### src/sv/assert_macros.svh
// assertion macros used by the allocator rtl
// no dependencies; compiled out when SYNTHESIS is defined
`ifndef ASSERT_MACROS_SVH
`define ASSERT_MACROS_SVH
`ifndef SYNTHESIS
// check that is switched off while reset is high
`define QAA_ASSERT(label, clk, rst, prop, msg) \
   label: assert property (@(posedge clk) disable iff (rst) prop) \
      else $error(msg);
// check that holds in reset too
`define QAA_ASSERT_NR(label, clk, prop, msg) \
   label: assert property (@(posedge clk) prop) \
      else $error(msg);
`else
`define QAA_ASSERT(label, clk, rst, prop, msg)
`define QAA_ASSERT_NR(label, clk, prop, msg)
`endif
`endif

### src/sv/qaa_pkg.sv
// types and constants of the quadtree atlas allocator
// no dependencies
package qaa_pkg;

   localparam int DIM_W = 13;
   localparam int POS_W = 12;
   localparam int CSR_IDX_W = 1;

   localparam logic [DIM_W-1:0] ATLAS_MAX = 13'd4096;
   localparam logic [DIM_W-1:0] ATLAS_RESET = 13'd1024;

   localparam logic [CSR_IDX_W-1:0] CSR_ATLAS_WIDTH = 1'd0;
   localparam logic [CSR_IDX_W-1:0] CSR_ATLAS_HEIGHT = 1'd1;

   // child order inside a parent
   localparam logic [1:0] CHILD_TL = 2'd0;
   localparam logic [1:0] CHILD_TR = 2'd1;
   localparam logic [1:0] CHILD_BR = 2'd2;
   localparam logic [1:0] CHILD_BL = 2'd3;

   // atlas size after saturation
   typedef struct packed {
      logic [DIM_W-1:0] aw;
      logic [DIM_W-1:0] ah;
   } geometry_type;

endpackage

### src/sv/qaa_if.sv
// request and response channel interfaces of the allocator
// depends on qaa_pkg for field widths
interface qaa_req_if import qaa_pkg::*; ();
   logic             valid;
   logic             ready;
   logic [DIM_W-1:0] req_width;
   logic [DIM_W-1:0] req_height;

   modport source (output valid, output req_width, output req_height, input ready);
   modport sink (input valid, input req_width, input req_height, output ready);
endinterface

interface qaa_rsp_if import qaa_pkg::*; ();
   logic             valid;
   logic             ready;
   logic             found;
   logic [POS_W-1:0] region_x;
   logic [POS_W-1:0] region_y;
   logic [DIM_W-1:0] region_width;
   logic [DIM_W-1:0] region_height;

   modport source (output valid, output found, output region_x, output region_y,
                   output region_width, output region_height, input ready);
   modport sink (input valid, input found, input region_x, input region_y,
                 input region_width, input region_height, output ready);
endinterface

### src/sv/qaa_engine.sv
// allocation sequencer: clearing pass, depth-first walk, subtree fill, ancestor update
// depends on qaa_pkg, qaa_if and assert_macros.svh; drives the count memory ports
`include "assert_macros.svh"

module qaa_engine import qaa_pkg::*; #(
   parameter int TREE_DEPTH = 5,
   parameter int NODE_W = 11,
   parameter int CNT_W = 11
) (
   input  logic              clock,
   input  logic              reset,
   input  geometry_type      geo,
   qaa_req_if.sink           req_chan,
   qaa_rsp_if.source         rsp_chan,
   output logic              wr_en,
   output logic [NODE_W-1:0] wr_addr,
   output logic [CNT_W-1:0]  wr_data,
   output logic [NODE_W-1:0] rd_addr,
   input  logic [CNT_W-1:0]  rd_data
);

   localparam int NODE_COUNT = ((1 << (2 * (TREE_DEPTH + 1))) - 1) / 3;
   localparam int LVL_W = $clog2(TREE_DEPTH + 2);
   localparam logic [NODE_W-1:0] LAST_NODE = NODE_W'(NODE_COUNT - 1);
   localparam logic [LVL_W-1:0] LEAF_LVL = LVL_W'(TREE_DEPTH);
   localparam logic [CNT_W-1:0] ROOT_FULL = CNT_W'(1) << (2 * TREE_DEPTH);

   localparam logic [2:0] S_CLEAR = 3'd0;
   localparam logic [2:0] S_IDLE  = 3'd1;
   localparam logic [2:0] S_FIT   = 3'd2;
   localparam logic [2:0] S_TEST  = 3'd3;
   localparam logic [2:0] S_UP    = 3'd4;
   localparam logic [2:0] S_FILL  = 3'd5;
   localparam logic [2:0] S_ANC   = 3'd6;
   localparam logic [2:0] S_DONE  = 3'd7;

   typedef struct packed {
      logic [POS_W-1:0] x;
      logic [POS_W-1:0] y;
   } pos_type;

   function automatic logic [CNT_W-1:0] full_count(input logic [LVL_W-1:0] lvl);
      logic [LVL_W:0] rest;
      rest = (LVL_W + 1)'(TREE_DEPTH) - {1'b0, lvl};
      return CNT_W'(1) << {rest, 1'b0};
   endfunction

   function automatic logic [POS_W-1:0] half_at(input logic [DIM_W-1:0] d,
                                                input logic [LVL_W-1:0] lvl);
      return POS_W'(d >> lvl);
   endfunction

   // position of the next sibling, moving on from child s at level lvl
   function automatic pos_type next_sibling(input pos_type p, input logic [1:0] s,
                                            input logic [LVL_W-1:0] lvl,
                                            input geometry_type g);
      pos_type q;
      q = p;
      case (s)
         CHILD_TL: q.x = p.x + half_at(g.aw, lvl);
         CHILD_TR: q.y = p.y + half_at(g.ah, lvl);
         CHILD_BR: q.x = p.x - half_at(g.aw, lvl);
         default:  q = p;
      endcase
      return q;
   endfunction

   logic [2:0]        state_ff, state_in;
   logic [NODE_W-1:0] clr_ff, clr_in;
   logic [DIM_W-1:0]  rw_ff, rw_in, rh_ff, rh_in;
   logic [LVL_W-1:0]  lf_ff, lf_in;
   logic [NODE_W-1:0] node_ff, node_in;
   logic [LVL_W-1:0]  lvl_ff, lvl_in;
   pos_type           pos_ff, pos_in;
   logic [NODE_W-1:0] fill_addr_ff, fill_addr_in;
   logic [NODE_W-1:0] fill_first_ff, fill_first_in;
   logic [NODE_W-1:0] fill_end_ff, fill_end_in;
   logic [LVL_W-1:0]  fill_lvl_ff, fill_lvl_in;
   logic              hit_ff, hit_in;

   logic              rsp_valid_ff, rsp_valid_in;
   logic              found_ff, found_in;
   pos_type           rsp_pos_ff, rsp_pos_in;
   logic [DIM_W-1:0]  rsp_w_ff, rsp_w_in, rsp_h_ff, rsp_h_in;

   logic [LVL_W-1:0]  lf_calc;
   logic              root_fit;
   logic [NODE_W-1:0] node_m1, parent, parent_m1;
   logic [LVL_W-1:0]  parent_lvl;
   pos_type           up_pos;
   logic              load_rsp;

   // deepest level whose node size still covers the request
   always_comb begin
      lf_calc = '0;
      root_fit = (geo.aw >= rw_ff) && (geo.ah >= rh_ff);
      for (int l = 0; l <= TREE_DEPTH; l++) begin
         if (((geo.aw >> l) >= rw_ff) && ((geo.ah >> l) >= rh_ff)) begin
            lf_calc = LVL_W'(l);
         end
      end
   end

   assign node_m1 = node_ff - 1'b1;
   assign parent = node_m1 >> 2;
   assign parent_m1 = parent - 1'b1;
   assign parent_lvl = lvl_ff - 1'b1;
   assign load_rsp = (state_ff == S_DONE) && (!rsp_valid_ff || rsp_chan.ready);

   always_comb begin
      up_pos = pos_ff;
      up_pos.y = pos_ff.y - half_at(geo.ah, lvl_ff);
   end

   always_comb begin
      state_in = state_ff;
      clr_in = clr_ff;
      rw_in = rw_ff;
      rh_in = rh_ff;
      lf_in = lf_ff;
      node_in = node_ff;
      lvl_in = lvl_ff;
      pos_in = pos_ff;
      fill_addr_in = fill_addr_ff;
      fill_first_in = fill_first_ff;
      fill_end_in = fill_end_ff;
      fill_lvl_in = fill_lvl_ff;
      hit_in = hit_ff;
      wr_en = 1'b0;
      wr_addr = node_ff;
      wr_data = '0;

      case (state_ff)
         S_CLEAR: begin
            wr_en = 1'b1;
            wr_addr = clr_ff;
            if (clr_ff == LAST_NODE) begin
               state_in = S_IDLE;
            end else begin
               clr_in = clr_ff + 1'b1;
            end
         end
         S_IDLE: begin
            if (req_chan.valid) begin
               rw_in = req_chan.req_width;
               rh_in = req_chan.req_height;
               state_in = S_FIT;
            end
         end
         S_FIT: begin
            lf_in = lf_calc;
            pos_in = '0;
            if (!root_fit) begin
               hit_in = 1'b0;
               state_in = S_DONE;
            end else if (lf_calc == '0) begin
               node_in = '0;
               lvl_in = '0;
               state_in = S_TEST;
            end else begin
               node_in = NODE_W'(1);
               lvl_in = LVL_W'(1);
               state_in = S_TEST;
            end
         end
         S_TEST: begin
            if ((lvl_ff == lf_ff) && (rd_data == '0)) begin
               hit_in = 1'b1;
               fill_addr_in = node_ff;
               fill_first_in = node_ff;
               fill_end_in = node_ff;
               fill_lvl_in = lvl_ff;
               state_in = S_FILL;
            end else if ((lvl_ff != lf_ff) && (rd_data != full_count(lvl_ff))) begin
               // node above the target level that is not full: go to its first child
               node_in = NODE_W'({node_ff, 2'b01});
               lvl_in = lvl_ff + 1'b1;
            end else if (lvl_ff == '0) begin
               hit_in = 1'b0;
               state_in = S_DONE;
            end else if (node_m1[1:0] != CHILD_BL) begin
               node_in = node_ff + 1'b1;
               pos_in = next_sibling(pos_ff, node_m1[1:0], lvl_ff, geo);
            end else begin
               state_in = S_UP;
            end
         end
         S_UP: begin
            // leave the last child, then move on from the parent
            if (parent_lvl == '0) begin
               hit_in = 1'b0;
               state_in = S_DONE;
            end else if (parent_m1[1:0] != CHILD_BL) begin
               node_in = parent + 1'b1;
               lvl_in = parent_lvl;
               pos_in = next_sibling(up_pos, parent_m1[1:0], parent_lvl, geo);
               state_in = S_TEST;
            end else begin
               node_in = parent;
               lvl_in = parent_lvl;
               pos_in = up_pos;
            end
         end
         S_FILL: begin
            wr_en = 1'b1;
            wr_addr = fill_addr_ff;
            wr_data = full_count(fill_lvl_ff);
            if (fill_addr_ff != fill_end_ff) begin
               fill_addr_in = fill_addr_ff + 1'b1;
            end else if (fill_lvl_ff != LEAF_LVL) begin
               // descendants one level down form the next contiguous run
               fill_first_in = NODE_W'({fill_first_ff, 2'b01});
               fill_addr_in = NODE_W'({fill_first_ff, 2'b01});
               fill_end_in = NODE_W'({fill_end_ff, 2'b00} + 3'd4);
               fill_lvl_in = fill_lvl_ff + 1'b1;
            end else if (node_ff == '0) begin
               state_in = S_DONE;
            end else begin
               node_in = parent;
               state_in = S_ANC;
            end
         end
         S_ANC: begin
            // hit node was empty, so each ancestor grows by the hit's leaf count
            wr_en = 1'b1;
            wr_addr = node_ff;
            wr_data = rd_data + full_count(lf_ff);
            if (node_ff == '0) begin
               state_in = S_DONE;
            end else begin
               node_in = parent;
            end
         end
         S_DONE: begin
            if (load_rsp) begin
               state_in = S_IDLE;
            end
         end
         default: begin
            state_in = S_IDLE;
         end
      endcase
   end

   assign rd_addr = node_in;

   always_comb begin
      rsp_valid_in = rsp_valid_ff;
      found_in = found_ff;
      rsp_pos_in = rsp_pos_ff;
      rsp_w_in = rsp_w_ff;
      rsp_h_in = rsp_h_ff;
      if (load_rsp) begin
         rsp_valid_in = 1'b1;
         found_in = hit_ff;
         if (hit_ff) begin
            rsp_pos_in = pos_ff;
            rsp_w_in = geo.aw >> lf_ff;
            rsp_h_in = geo.ah >> lf_ff;
         end else begin
            rsp_pos_in = '0;
            rsp_w_in = '0;
            rsp_h_in = '0;
         end
      end else if (rsp_valid_ff && rsp_chan.ready) begin
         rsp_valid_in = 1'b0;
      end
   end

   always_ff @(posedge clock) begin
      if (reset) begin
         state_ff <= S_CLEAR;
         clr_ff <= '0;
         node_ff <= '0;
         hit_ff <= 1'b0;
         rsp_valid_ff <= 1'b0;
      end else begin
         state_ff <= state_in;
         clr_ff <= clr_in;
         node_ff <= node_in;
         hit_ff <= hit_in;
         rsp_valid_ff <= rsp_valid_in;
      end
   end

   always_ff @(posedge clock) begin
      rw_ff <= rw_in;
      rh_ff <= rh_in;
      lf_ff <= lf_in;
      lvl_ff <= lvl_in;
      pos_ff <= pos_in;
      fill_addr_ff <= fill_addr_in;
      fill_first_ff <= fill_first_in;
      fill_end_ff <= fill_end_in;
      fill_lvl_ff <= fill_lvl_in;
      found_ff <= found_in;
      rsp_pos_ff <= rsp_pos_in;
      rsp_w_ff <= rsp_w_in;
      rsp_h_ff <= rsp_h_in;
   end

   assign req_chan.ready = (state_ff == S_IDLE);
   assign rsp_chan.valid = rsp_valid_ff;
   assign rsp_chan.found = found_ff;
   assign rsp_chan.region_x = rsp_pos_ff.x;
   assign rsp_chan.region_y = rsp_pos_ff.y;
   assign rsp_chan.region_width = rsp_w_ff;
   assign rsp_chan.region_height = rsp_h_ff;

   `QAA_ASSERT(a_walk_depth, clock, reset, (state_ff == S_TEST) |-> (lvl_ff <= lf_ff), "walk below target level")
   `QAA_ASSERT(a_fill_run, clock, reset, (state_ff == S_FILL) |-> (fill_addr_ff <= fill_end_ff), "fill address past run end")
   `QAA_ASSERT(a_anc_alias, clock, reset, (state_ff == S_ANC && state_in == S_ANC) |-> (node_in != node_ff), "ancestor read aliases write")
   `QAA_ASSERT(a_anc_bound, clock, reset, (state_ff == S_ANC) |-> (wr_data <= ROOT_FULL), "ancestor count overflow")
   `QAA_ASSERT_NR(a_clear_block, clock, (state_ff == S_CLEAR) |-> !req_chan.ready, "request taken during clearing pass")

endmodule
### src/flat_wrapper.sv
// flat-port wrapper written by rule: the top's interface ports become plain ports
module qaa_engine_flat import qaa_pkg::*;
#(
   parameter int TREE_DEPTH = 5,
   parameter int NODE_W = 11,
   parameter int CNT_W = 11
)
  (clock, reset, geo, wr_en, wr_addr, wr_data, rd_addr, rd_data, req_chan_valid, req_chan_req_width, req_chan_req_height, req_chan_ready, rsp_chan_valid, rsp_chan_found, rsp_chan_region_x, rsp_chan_region_y, rsp_chan_region_width, rsp_chan_region_height, rsp_chan_ready);
  qaa_req_if req_chan_i ();
  qaa_rsp_if rsp_chan_i ();
  input  logic clock;
  input  logic reset;
  input  geometry_type geo;
  output logic wr_en;
  output logic [NODE_W-1:0] wr_addr;
  output logic [CNT_W-1:0] wr_data;
  output logic [NODE_W-1:0] rd_addr;
  input  logic [CNT_W-1:0] rd_data;
  input wire logic [$bits(req_chan_i.valid)-1:0] req_chan_valid;
  input wire logic [$bits(req_chan_i.req_width)-1:0] req_chan_req_width;
  input wire logic [$bits(req_chan_i.req_height)-1:0] req_chan_req_height;
  output wire logic [$bits(req_chan_i.ready)-1:0] req_chan_ready;
  output wire logic [$bits(rsp_chan_i.valid)-1:0] rsp_chan_valid;
  output wire logic [$bits(rsp_chan_i.found)-1:0] rsp_chan_found;
  output wire logic [$bits(rsp_chan_i.region_x)-1:0] rsp_chan_region_x;
  output wire logic [$bits(rsp_chan_i.region_y)-1:0] rsp_chan_region_y;
  output wire logic [$bits(rsp_chan_i.region_width)-1:0] rsp_chan_region_width;
  output wire logic [$bits(rsp_chan_i.region_height)-1:0] rsp_chan_region_height;
  input wire logic [$bits(rsp_chan_i.ready)-1:0] rsp_chan_ready;
  assign req_chan_i.valid = req_chan_valid;
  assign req_chan_i.req_width = req_chan_req_width;
  assign req_chan_i.req_height = req_chan_req_height;
  assign req_chan_ready = req_chan_i.ready;
  assign rsp_chan_valid = rsp_chan_i.valid;
  assign rsp_chan_found = rsp_chan_i.found;
  assign rsp_chan_region_x = rsp_chan_i.region_x;
  assign rsp_chan_region_y = rsp_chan_i.region_y;
  assign rsp_chan_region_width = rsp_chan_i.region_width;
  assign rsp_chan_region_height = rsp_chan_i.region_height;
  assign rsp_chan_i.ready = rsp_chan_ready;
  qaa_engine #(.TREE_DEPTH(TREE_DEPTH), .NODE_W(NODE_W), .CNT_W(CNT_W)) u_core (.clock(clock), .reset(reset), .geo(geo), .req_chan(req_chan_i), .rsp_chan(rsp_chan_i), .wr_en(wr_en), .wr_addr(wr_addr), .wr_data(wr_data), .rd_addr(rd_addr), .rd_data(rd_data));
endmodule
### config.mk
export PLATFORM = sky130hd
export DESIGN_NAME = qaa_engine_flat
export DESIGN_NICKNAME = d
export VERILOG_FILES = /design/src/sv/qaa_pkg.sv /design/src/sv/qaa_if.sv /design/src/sv/qaa_engine.sv /design/src/flat_wrapper.sv
export VERILOG_INCLUDE_DIRS = /design/src /design/src/sv
export SDC_FILE = /design/constraint.sdc
export NUM_CORES = 1
export LEC_CHECK = 0
export ABC_CLOCK_PERIOD_IN_PS = 7400
export BUFFER_PORTS_ARGS = -buffer_cell sky130_fd_sc_hd__buf_2
export CAP_MARGIN = 20
export CELL_PAD_IN_SITES_DETAIL_PLACEMENT = 1
export CELL_PAD_IN_SITES_GLOBAL_PLACEMENT = 2
export CORE_MARGIN = 3
export CORE_UTILIZATION = 38
export DETAILED_ROUTE_END_ITERATION = 16
export PLACE_DENSITY_LB_ADDON = 0.1
export SYNTH_ARGS = -nofsm -noshare
export SYNTH_HDL_FRONTEND = slang
export SYNTH_SLANG_ARGS = --single-unit
### constraint.sdc
create_clock -name clock -period 7.4 [get_ports clock]
set_clock_uncertainty 0.1 [all_clocks]
set_input_delay 0.74 -clock clock [delete_from_list [all_inputs] [get_ports clock]]
set_output_delay 0.74 -clock clock [all_outputs]
set_load 0.01 [all_outputs]
# Yosys cells after proc, flatten, opt, wreduce, memory -nomap -nowiden
# Cells that the tools add are included.
# totals
reg_bits	168
word_cells	214
output_inout_bits	87
input_bits	67
# op_classes
n_mux	73
bitwise_logic	1
eq_ne	45
n_shift	9
order_cmp	12
n_addsub	21
reduce_logical	33
# ops
operator	count
two-way mux 11 bit	14
two-way mux 24 bit	6
case mux 11 bit (2 select lines)	4
two-way mux 3 bit	24
case mux 24 bit (3 select lines)	1
case mux 11 bit (5 select lines)	1
>> shifter 13 x 3 -> 12 bit	4
adder 12 bit	4
case mux 12 bit (2 select lines)	2
subtractor 12 bit	3
adder 11 x 1 -> 11 bit (second input constant)	3
<< shifter 1 x 5 -> 11 bit (first input constant)	3
>= comparator 10 x 13 -> 1 bit	2
>= comparator 11 x 13 -> 1 bit	2
>= comparator 12 x 13 -> 1 bit	2
>= comparator 13 bit	2
>= comparator 8 x 13 -> 1 bit	2
>= comparator 9 x 13 -> 1 bit	2
>> shifter 13 x 3 -> 13 bit	2
two-way mux 12 bit	2
case mux 3 bit (8 select lines)	1
logical NOT 11 bit	2
!= test 11 bit	2
!= test 2 bit (second input constant)	11
other kinds (43)	93

# Logic depth before layout (Yosys ltp)
# Gate-level depths: netlist (run 1).
# depth
depth_word	11
mapped_depth	25
ltp_nobuf	22

# Worst setup path after synthesis (run 1)
# No wires, ideal clock.
# synth_timing
kind	reg2reg
startpoint	register u_core.lvl_ff[0]
endpoint	register u_core.pos_ff[11] (netlist bit) (data pin)
t_arrival_ns	5.546
period_less_slack_ns	5.917
required_time_ns	7.029
stages_incl_launch_ff	25
path_slack_ns	1.483
setup_time_ns	0.271
path_buffers	8
cell_sequence	edfxtp_1 > buf_2 > inv_2 > buf_2 > buf_2 > buf_1 > ha_1 > buf_2 > buf_2 > buf_1 > clkbuf_1 > nand2_1 > o21ai_0 > a21oi_1 > o21ai_0 > ha_1 > a211o_1 > a2111oi_0 > nor3_1 > a2111oi_2 > a21oi_1 > xor2_1 > nand2_1 > xnor2_1 > o22ai_1
# synth_between
elab_chain_cells	8
elab_cells_between_ends	15
classes_between	add/sub (4); shift (2); mux (9)
# synth_lines
item	line	text
from (decl)	qaa_engine.sv:73	logic [LVL_W-1:0] lvl_ff, lvl_in;
from (signal assigned)	qaa_engine.sv:290	lvl_ff <= lvl_in;
parallel branches: the longest is 7 deep, another holds subtractor 12 bit	-	
case mux 24 bit (3 select lines) (*)	qaa_engine.sv:133	case (state_ff)
to (signal assigned)	qaa_engine.sv:291	pos_ff <= pos_in;
to (decl)	qaa_engine.sv:74	pos_type pos_ff, pos_in;
# Mark *: on every way between the ends. The select of a mux whose other input is x is not followed.
# A chain may end at the register's enable or synchronous reset.

# Worst setup path in the final report (run 1)
# layout_timing
startpoint	register u_core.lvl_ff[1]
endpoint	register u_core.pos_ff[23] (netlist bit) (data pin)
# layout_between
elab_chain_cells	8
elab_cells_between_ends	16
classes_between	add/sub (5); shift (2); mux (9)
# layout_lines
item	line
parallel branches: the longest is 7 deep, another holds subtractor 12 bit	-
case mux 24 bit (3 select lines) (*)	qaa_engine.sv:133
# Marks and branches as above.

==> results of run 1 <==
==> synth_stat cells, types with 29 or more instances <==
cell,number
ha_1,212
clkbuf_1,57
mux2i_1,68
o21ai_0,118
nor3_1,34
edfxtp_1,140
and2_1,35
nand2_1,202
inv_1,105
xnor2_1,68
nor2b_1,42
nand3_1,40
xor2_1,59
a21o_1,29
nor2_1,141
a21oi_1,125
o22ai_1,34
==> critical path, stage by stage, from the launching register on <==
cell and delay, ps:
edfxtp_1 1010, inv_1 330, ha_1 1080, mux2i_1 350
mux4_2 550, ha_1 300, nor2_1 40, a21oi_1 260
inv_1 80, ha_1 280, nor2b_1 130, o21ai_0 200
a21oi_1 150, o41a_1 360, a41oi_1 330, o21bai_1 110
a21oi_1 190, xnor2_1 140, o22ai_1 90
==> state kept, by name (all words and copies together), names as in the netlist, 9 cells and up <==
| signal | cells |
|---|---|
| u_core.fill_addr_ff | 11 |
| u_core.pos_ff | 24 |
| u_core.node_ff | 11 |
| u_core.rsp_chan.region_width | 13 |
| u_core.rsp_chan.region_height | 13 |
| u_core.rsp_chan.region_x | 12 |
| u_core.rh_ff | 13 |
| u_core.fill_first_ff | 9 |
| u_core.rsp_chan.region_y | 12 |
| u_core.fill_end_ff | 10 |
| u_core.rw_ff | 13 |
| u_core.clr_ff | 11 |
==> layout make-up <==
cell class | count | area [um2]
diodes | 2 | 5.00
repair buffers | 177 | 946
inverters | 108 | 405
fillers | 5188 | 24700
well taps | 585 | 732
multi-input cells | 1535 | 11200
clock inverters | 14 | 168
clock buffers | 18 | 429
flip-flops and latches | 167 | 4740
==> power by group <==
group | leakage, nW | switching, W | internal (W)
registers | 1.42 | 0.0000413 | 0.00106
logic | 6.20 | 0.000985 | 0.000684
clock network | 0.294 | 0.000468 | 0.000507
==> cells in the final DEF, fill, tap and decap left out, types with 12 or more instances in the layout <==
master | netlist | routed
mux2_2 | 14 | 14
o21ai_0 | 118 | 118
a31oi_1 | 25 | 25
o21a_1 | 21 | 21
a21oi_1 | 125 | 125
nor2b_1 | 42 | 41
edfxtp_1 | 140 | 140
xnor2_1 | 68 | 68
buf_4 | 4 | 24
clkbuf_16 | 0 | 17
a22oi_1 | 13 | 13
nand2b_1 | 20 | 20
buf_2 | 12 | 153
mux2i_1 | 68 | 68
nand2_1 | 202 | 202
a21boi_0 | 13 | 13
inv_1 | 105 | 105
nor2_1 | 141 | 141
nor3_1 | 34 | 33
ha_1 | 212 | 212
and3_1 | 17 | 17
mux4_2 | 20 | 20
a211oi_1 | 13 | 13
nand3_1 | 40 | 40
and2_1 | 35 | 35
a21o_1 | 29 | 29
o22ai_1 | 34 | 34
nand4_1 | 12 | 12
xor2_1 | 59 | 59
dfxtp_1 | 27 | 27
==> metrics by stage <==
step,cells,utilization (%),setup slack [ps],hold WS [ps]
global route,2606,43.0,468,269
CTS,2604,43.0,1030,262
detailed placement,2572,41.6,1060,421
global placement,2572,41.6,1390,410
finish,2606,43.0,1020,302
floorplan,1901,-,1480,306
==> worst paths after layout <==
path,startpoint,to,depth (start not counted)
worst max-delay path,u_core.lvl_ff[1],u_core.pos_ff[23],18
worst min-delay path,req_chan_req_width[3],u_core.rw_ff[3],1
worst max register to register,u_core.lvl_ff[1],u_core.pos_ff[23],18
worst min register to register,u_core.rsp_chan.valid,u_core.rsp_chan.valid,2
==> layer usage <==
layer / track usage, % / part of all wire (%)
met1: 31.4 / 46
met2: 42.2 / 49
met3: 4.35 / 3.2
met4: 7.86 / 2.6
met5: 0 / 0
==> logic make-up (layout without fill, tap and decap cells) <==
family                   Yosys count  in the layout  share of synthesized area [%]
XOR/XNOR                         130            130                           6.92
AND/OR/NAND/NOR                  601            601                           17.4
buffers and inverters            199            317                           4.83
AO/OA/AOI/OAI                    483            483                           18.3
flip-flops                       167            167                           28.3
adder cells (fa/ha/maj)          217            217                           16.4
other                              0              2                              0
multiplexers                     104            104                           7.90
==> impl_metrics.csv, run 1 <==
group,metric,value,unit
placement,place_area,0.0181,mm2
pwr,power,0.00374,W
route,drt_first_pass_iters,7,
critical_path,path_class,"reg -> reg",
sta,rsz0062_at_grt,"no",
route,wl,56.8,mm
synth,yosys_warnings,0,
cells_and_area,nets,2290,
floorplan,io_pins,154,
floorplan,fp.dieArea,0.0467,mm2
synth,dominantRegCellSynth,"edfxtp_1",
synth,yosysTopAreaCellShare,25.1,%
cells_and_area,drive_above_1_share,13.6,%
synth,synth_edf_count,140,
route,ant_nets,0,
route,viasPerCell,5.68,
global_routing,grt_max_degree,53,
global_routing,overflow,0,
pwr,vdd_drop_max,0.159,mV
route,wl_per_cell,21.8,um
sta,max_freq,0.157,GHz
global_routing,grt_usage,24.5,%
clock_network,cts.clk_slew.worst_paths,80,ps
clock_network,post-cts-setup-buffers,0,
synth,yosys-top-cells-area,"edfxtp_1 25%, ha_1 16%, nand2_1 4.5%",
cells_and_area,final_area,0.0187,mm2
placement,hpwl,43.3,mm
critical_path,required,7520,ps
cells_and_area,syn2layout_area_growth,11.3,%
floorplan,rows,76,
clock_network,clockBufferDepth,2,
sta,period_share,86.2,%
route,drt_iter0_drc,694,
synth,async_flop_share,0,%
pwr,p_per_area,201,mW/mm2
critical_path,rrSetupSlack,1020,ps
synth,yosysUniqueCellTypes,88,
clock_network,cts.repair.resized,0,
clock_network,clock_latency,510,ps
critical_path,critPathMaxFanout,22,
global_routing,grt_pass1_wl,89.3,mm
pwr,leakage,7.91,nW
placement,place.gp.congestion,0.850,
sta,max_slew_margin,31.2,%
synth,synth_area_per_cell,8.82,um2
synth,synth_top_cell_by_area,"edfxtp_1",
critical_path,cp-end-kind,"flip-flop",
job,drv_cap,0,
clock_network,htreeDepth,4,
synth,syn_area,0.0168,mm2
worst_hold_path,hold_class,"in -> reg",
floorplan,start_util,38.7,%
synth,synthCells,1901,
sta,setup_viol,0,
route,drc_errors,0,
synth,synth.ff_latch_count,167,
critical_path,worstPathArrival,6500,ps
synth,synth-seq-area-share,28.3,%
clock_network,clock_sinks,167,
sta,drv_slew,0,
clock_network,root_buffer,"clkbuf_16",
sta,hold_viol,0,
critical_path,startpoint_type,"flip-flop",
sta,final.min_clock_period,6380,ps
synth,synth_nets,2185,
placement,port_buffers,153,
global_routing,grt_antenna_before_repair,2,
floorplan,die_w,216,um
outcome,status,"finished, final reports clean",
floorplan,core,0.0434,mm2
clock_network,cts_hold_buf,0,
route,vias,14800,
sta,fin_tns_setup,0,ps
global_routing,grt_pass1_vias,15600,
floorplan,die_h,216,um
clock_network,cts_buffers,17,
clock_network,cts_tree,"done",
sta,worst_pin_slew,1030,ps
(Power assumes the default switching activity.)
==> inputs of run 2 (changes only) <==
--- a/config.mk
+++ b/config.mk
@@ -13,8 +13,10 @@
 export CELL_PAD_IN_SITES_GLOBAL_PLACEMENT = 2
 export CORE_MARGIN = 3
 export CORE_UTILIZATION = 38
+export CTS_CLUSTER_DIAMETER = 100
 export DETAILED_ROUTE_END_ITERATION = 16
 export PLACE_DENSITY_LB_ADDON = 0.1
+export RECOVER_POWER = 50
 export SYNTH_ARGS = -nofsm -noshare
 export SYNTH_HDL_FRONTEND = slang
 export SYNTH_SLANG_ARGS = --single-unit
==> impl_metrics.csv, run 2 (synthesized netlist as in run 1, its figures left out) <==
group,metric,value,unit
sta,final.min_clock_period,6380,ps
pwr,sw_frac_of_total,40.0,%
cells_and_area,drive_above_1_share,10.7,%
cells_and_area,largest_reg_flops,24,
route,drt_iter0_drc,749,
cells_and_area,nets,2290,
sta,layout_setup_ws,1020,ps
worst_hold_path,holdCritStartpoint,"req_chan_req_width[3]",
critical_path,path_class,"reg -> reg",
placement,port_buffers,153,
outcome,violations,"capacitance limit, slew limit",
clock_network,root_buffer,"clkbuf_16",
sta,max_freq,0.157,GHz
placement,place.gp.congestion,0.850,
outcome,status,"finished, violations left",
cells_and_area,mostFrequentLayoutCell,"ha_1",
floorplan,fp.dieArea,0.0467,mm2
clock_network,htreeDepth,4,
pwr,leakage,7.79,nW
placement,place_ws,1060,ps
cells_and_area,layout_common_cells,"212 x ha_1, 202 x nand2_1, 141 x nor2_1",
worst_hold_path,hold_class,"in -> reg",
route,drc_errors,0,
global_routing,overflow,0,
pwr,sequentialPowerShare,29.4,%
critical_path,cp-end-kind,"flip-flop",
worst_hold_path,worst_hold_path.num_cells,1,
job,drv_cap,4,
cells_and_area,regMostFlops,"u_core.pos_ff",
clock_network,clock_latency,510,ps
global_routing,grt_antenna_before_repair,2,
route,wl_per_cell,21.8,um
sta,rsz0062_at_grt,"no",
critical_path,critPathMaxFanout,22,
critical_path,worstRegToRegCells,18,
critical_path,required,7520,ps
placement,hpwl,43.3,mm
clock_network,cts_buffers,17,
floorplan,rows,76,
clock_network,cts_hold_buf,0,
cells_and_area,syn2layout_area_growth,10.7,%
critical_path,critPathSlowestCell,"ha_1",
floorplan,io_pins,154,
critical_path,worstPathArrival,6500,ps
route,vias,14800,
critical_path,max_stage_delay,1080,ps
pwr,power_frac_comb,44.6,%
pwr,internal_power,0.00225,W
critical_path,startpoint_type,"flip-flop",
clock_network,clock_sinks,167,
clock_network,cts_tree,"done",
critical_path,worstReg2RegStart,"u_core.lvl_ff[1]",
sta,setup_viol,0,
floorplan,die_w,216,um
clock_network,post-cts-setup-buffers,0,
pwr,power_frac_clock,26.1,%
clock_network,cts.clk_slew.worst_paths,80,ps
global_routing,grt_max_degree,53,
global_routing,grt_usage,24.5,%
sta,worst_pin_slew,3340,ps
sta,fin_tns_setup,0,ps
critical_path,path_cells,"inv_1, ha_1, mux2i_1, mux4_2, ha_1, nor2_1, a21oi_1, inv_1, ha_1, nor2b_1, o21ai_0, a21oi_1, o41a_1, a41oi_1, o21bai_1, a21oi_1, xnor2_1, o22ai_1",
pwr,p_per_area,202,mW/mm2
pwr,p_sw,0.00150,W
global_routing,grt_pass1_wl,89.3,mm
route,ant_nets,0,
critical_path,cp-startpoint,"u_core.lvl_ff[1]",
route,wl,56.9,mm
clock_network,clockBufferDepth,2,
sta,max_slew_margin,-122,%
pwr,vdd_drop_max,0.160,mV
sta,period_share,86.2,%
route,viasPerCell,5.67,
route,drt_first_pass_iters,5,
floorplan,core,0.0434,mm2
worst_hold_path,worstHoldEndpoint,"u_core.rw_ff[3]",
floorplan,start_util,38.7,%
global_routing,grt_pass1_vias,15600,
critical_path,crit_family,"compound AO/OA/AOI/OAI gates",
critical_path,rrSetupSlack,1020,ps
critical_path,reg2reg_to,"u_core.pos_ff[23]",
critical_path,cp_num_buf_inv,2,
sta,drv_slew,163,
floorplan,die_h,216,um
clock_network,cts.repair.resized,0,
sta,hold_viol,0,
==> run 2: worst max-delay path by stage <==
stage | cells past startpoint | endpoint
after CTS | 18 | u_core.pos_ff[23]
after detailed placement | 18 | u_core.pos_ff[23]
final | 18 | u_core.pos_ff[23]
after global placement | 18 | u_core.pos_ff[23]
after floorplan | 24 | u_core.pos_ff[11]
after global routing | 18 | u_core.pos_ff[23]
==> run 2: layer usage <==
metal / part of all wire [%] / up-vias / global-route usage [%]
li1: - / 7159 / -
met1: 46 / 7339 / 31.4
met2: 48 / 216 / 42.2
met3: 3.2 / 66 / 4.35
met4: 2.6 / 0 / 7.86
met5: 0 / - / 0
==> run 2: layout make-up <==
cell class                      count  area, um2
Multi-Input combinational cell   1535      11200
Inverter                          108        405
Tap cell                          585        732
Clock inverter                     14        168
Clock buffer                       18        429
Fill cell                        5214      24800
Sequential cell                   167       4740
Timing Repair Buffer              177        858
Antenna cell                        2       5.00
==> run 2: power groups by stage <==
stage	Sequential, W	Combinational [W]	Clock, W
detailed placement	0.00112	0.00167	0
finish	0.00110	0.00167	0.000975
floorplan	0.00110	0.00126	0
global route	0.00111	0.00188	0.00104
global placement	0.00112	0.00162	0
CTS	0.00110	0.00168	0.00101
==> run 2: stage by stage <==
step | instances | power, W | cell area, um2 | hold slack [ps] | utilization [%]
after global routing | 2606 | 0.00403 | 18600 | 269 | 42.8
after global placement | 2572 | 0.00274 | 18100 | 410 | 41.6
final | 2606 | 0.00374 | 18600 | 302 | 42.8
after detailed placement | 2572 | 0.00279 | 18100 | 421 | 41.6
after floorplan | 1901 | 0.00235 | 16800 | 306 | -
after CTS | 2604 | 0.00378 | 18700 | 262 | 43.0
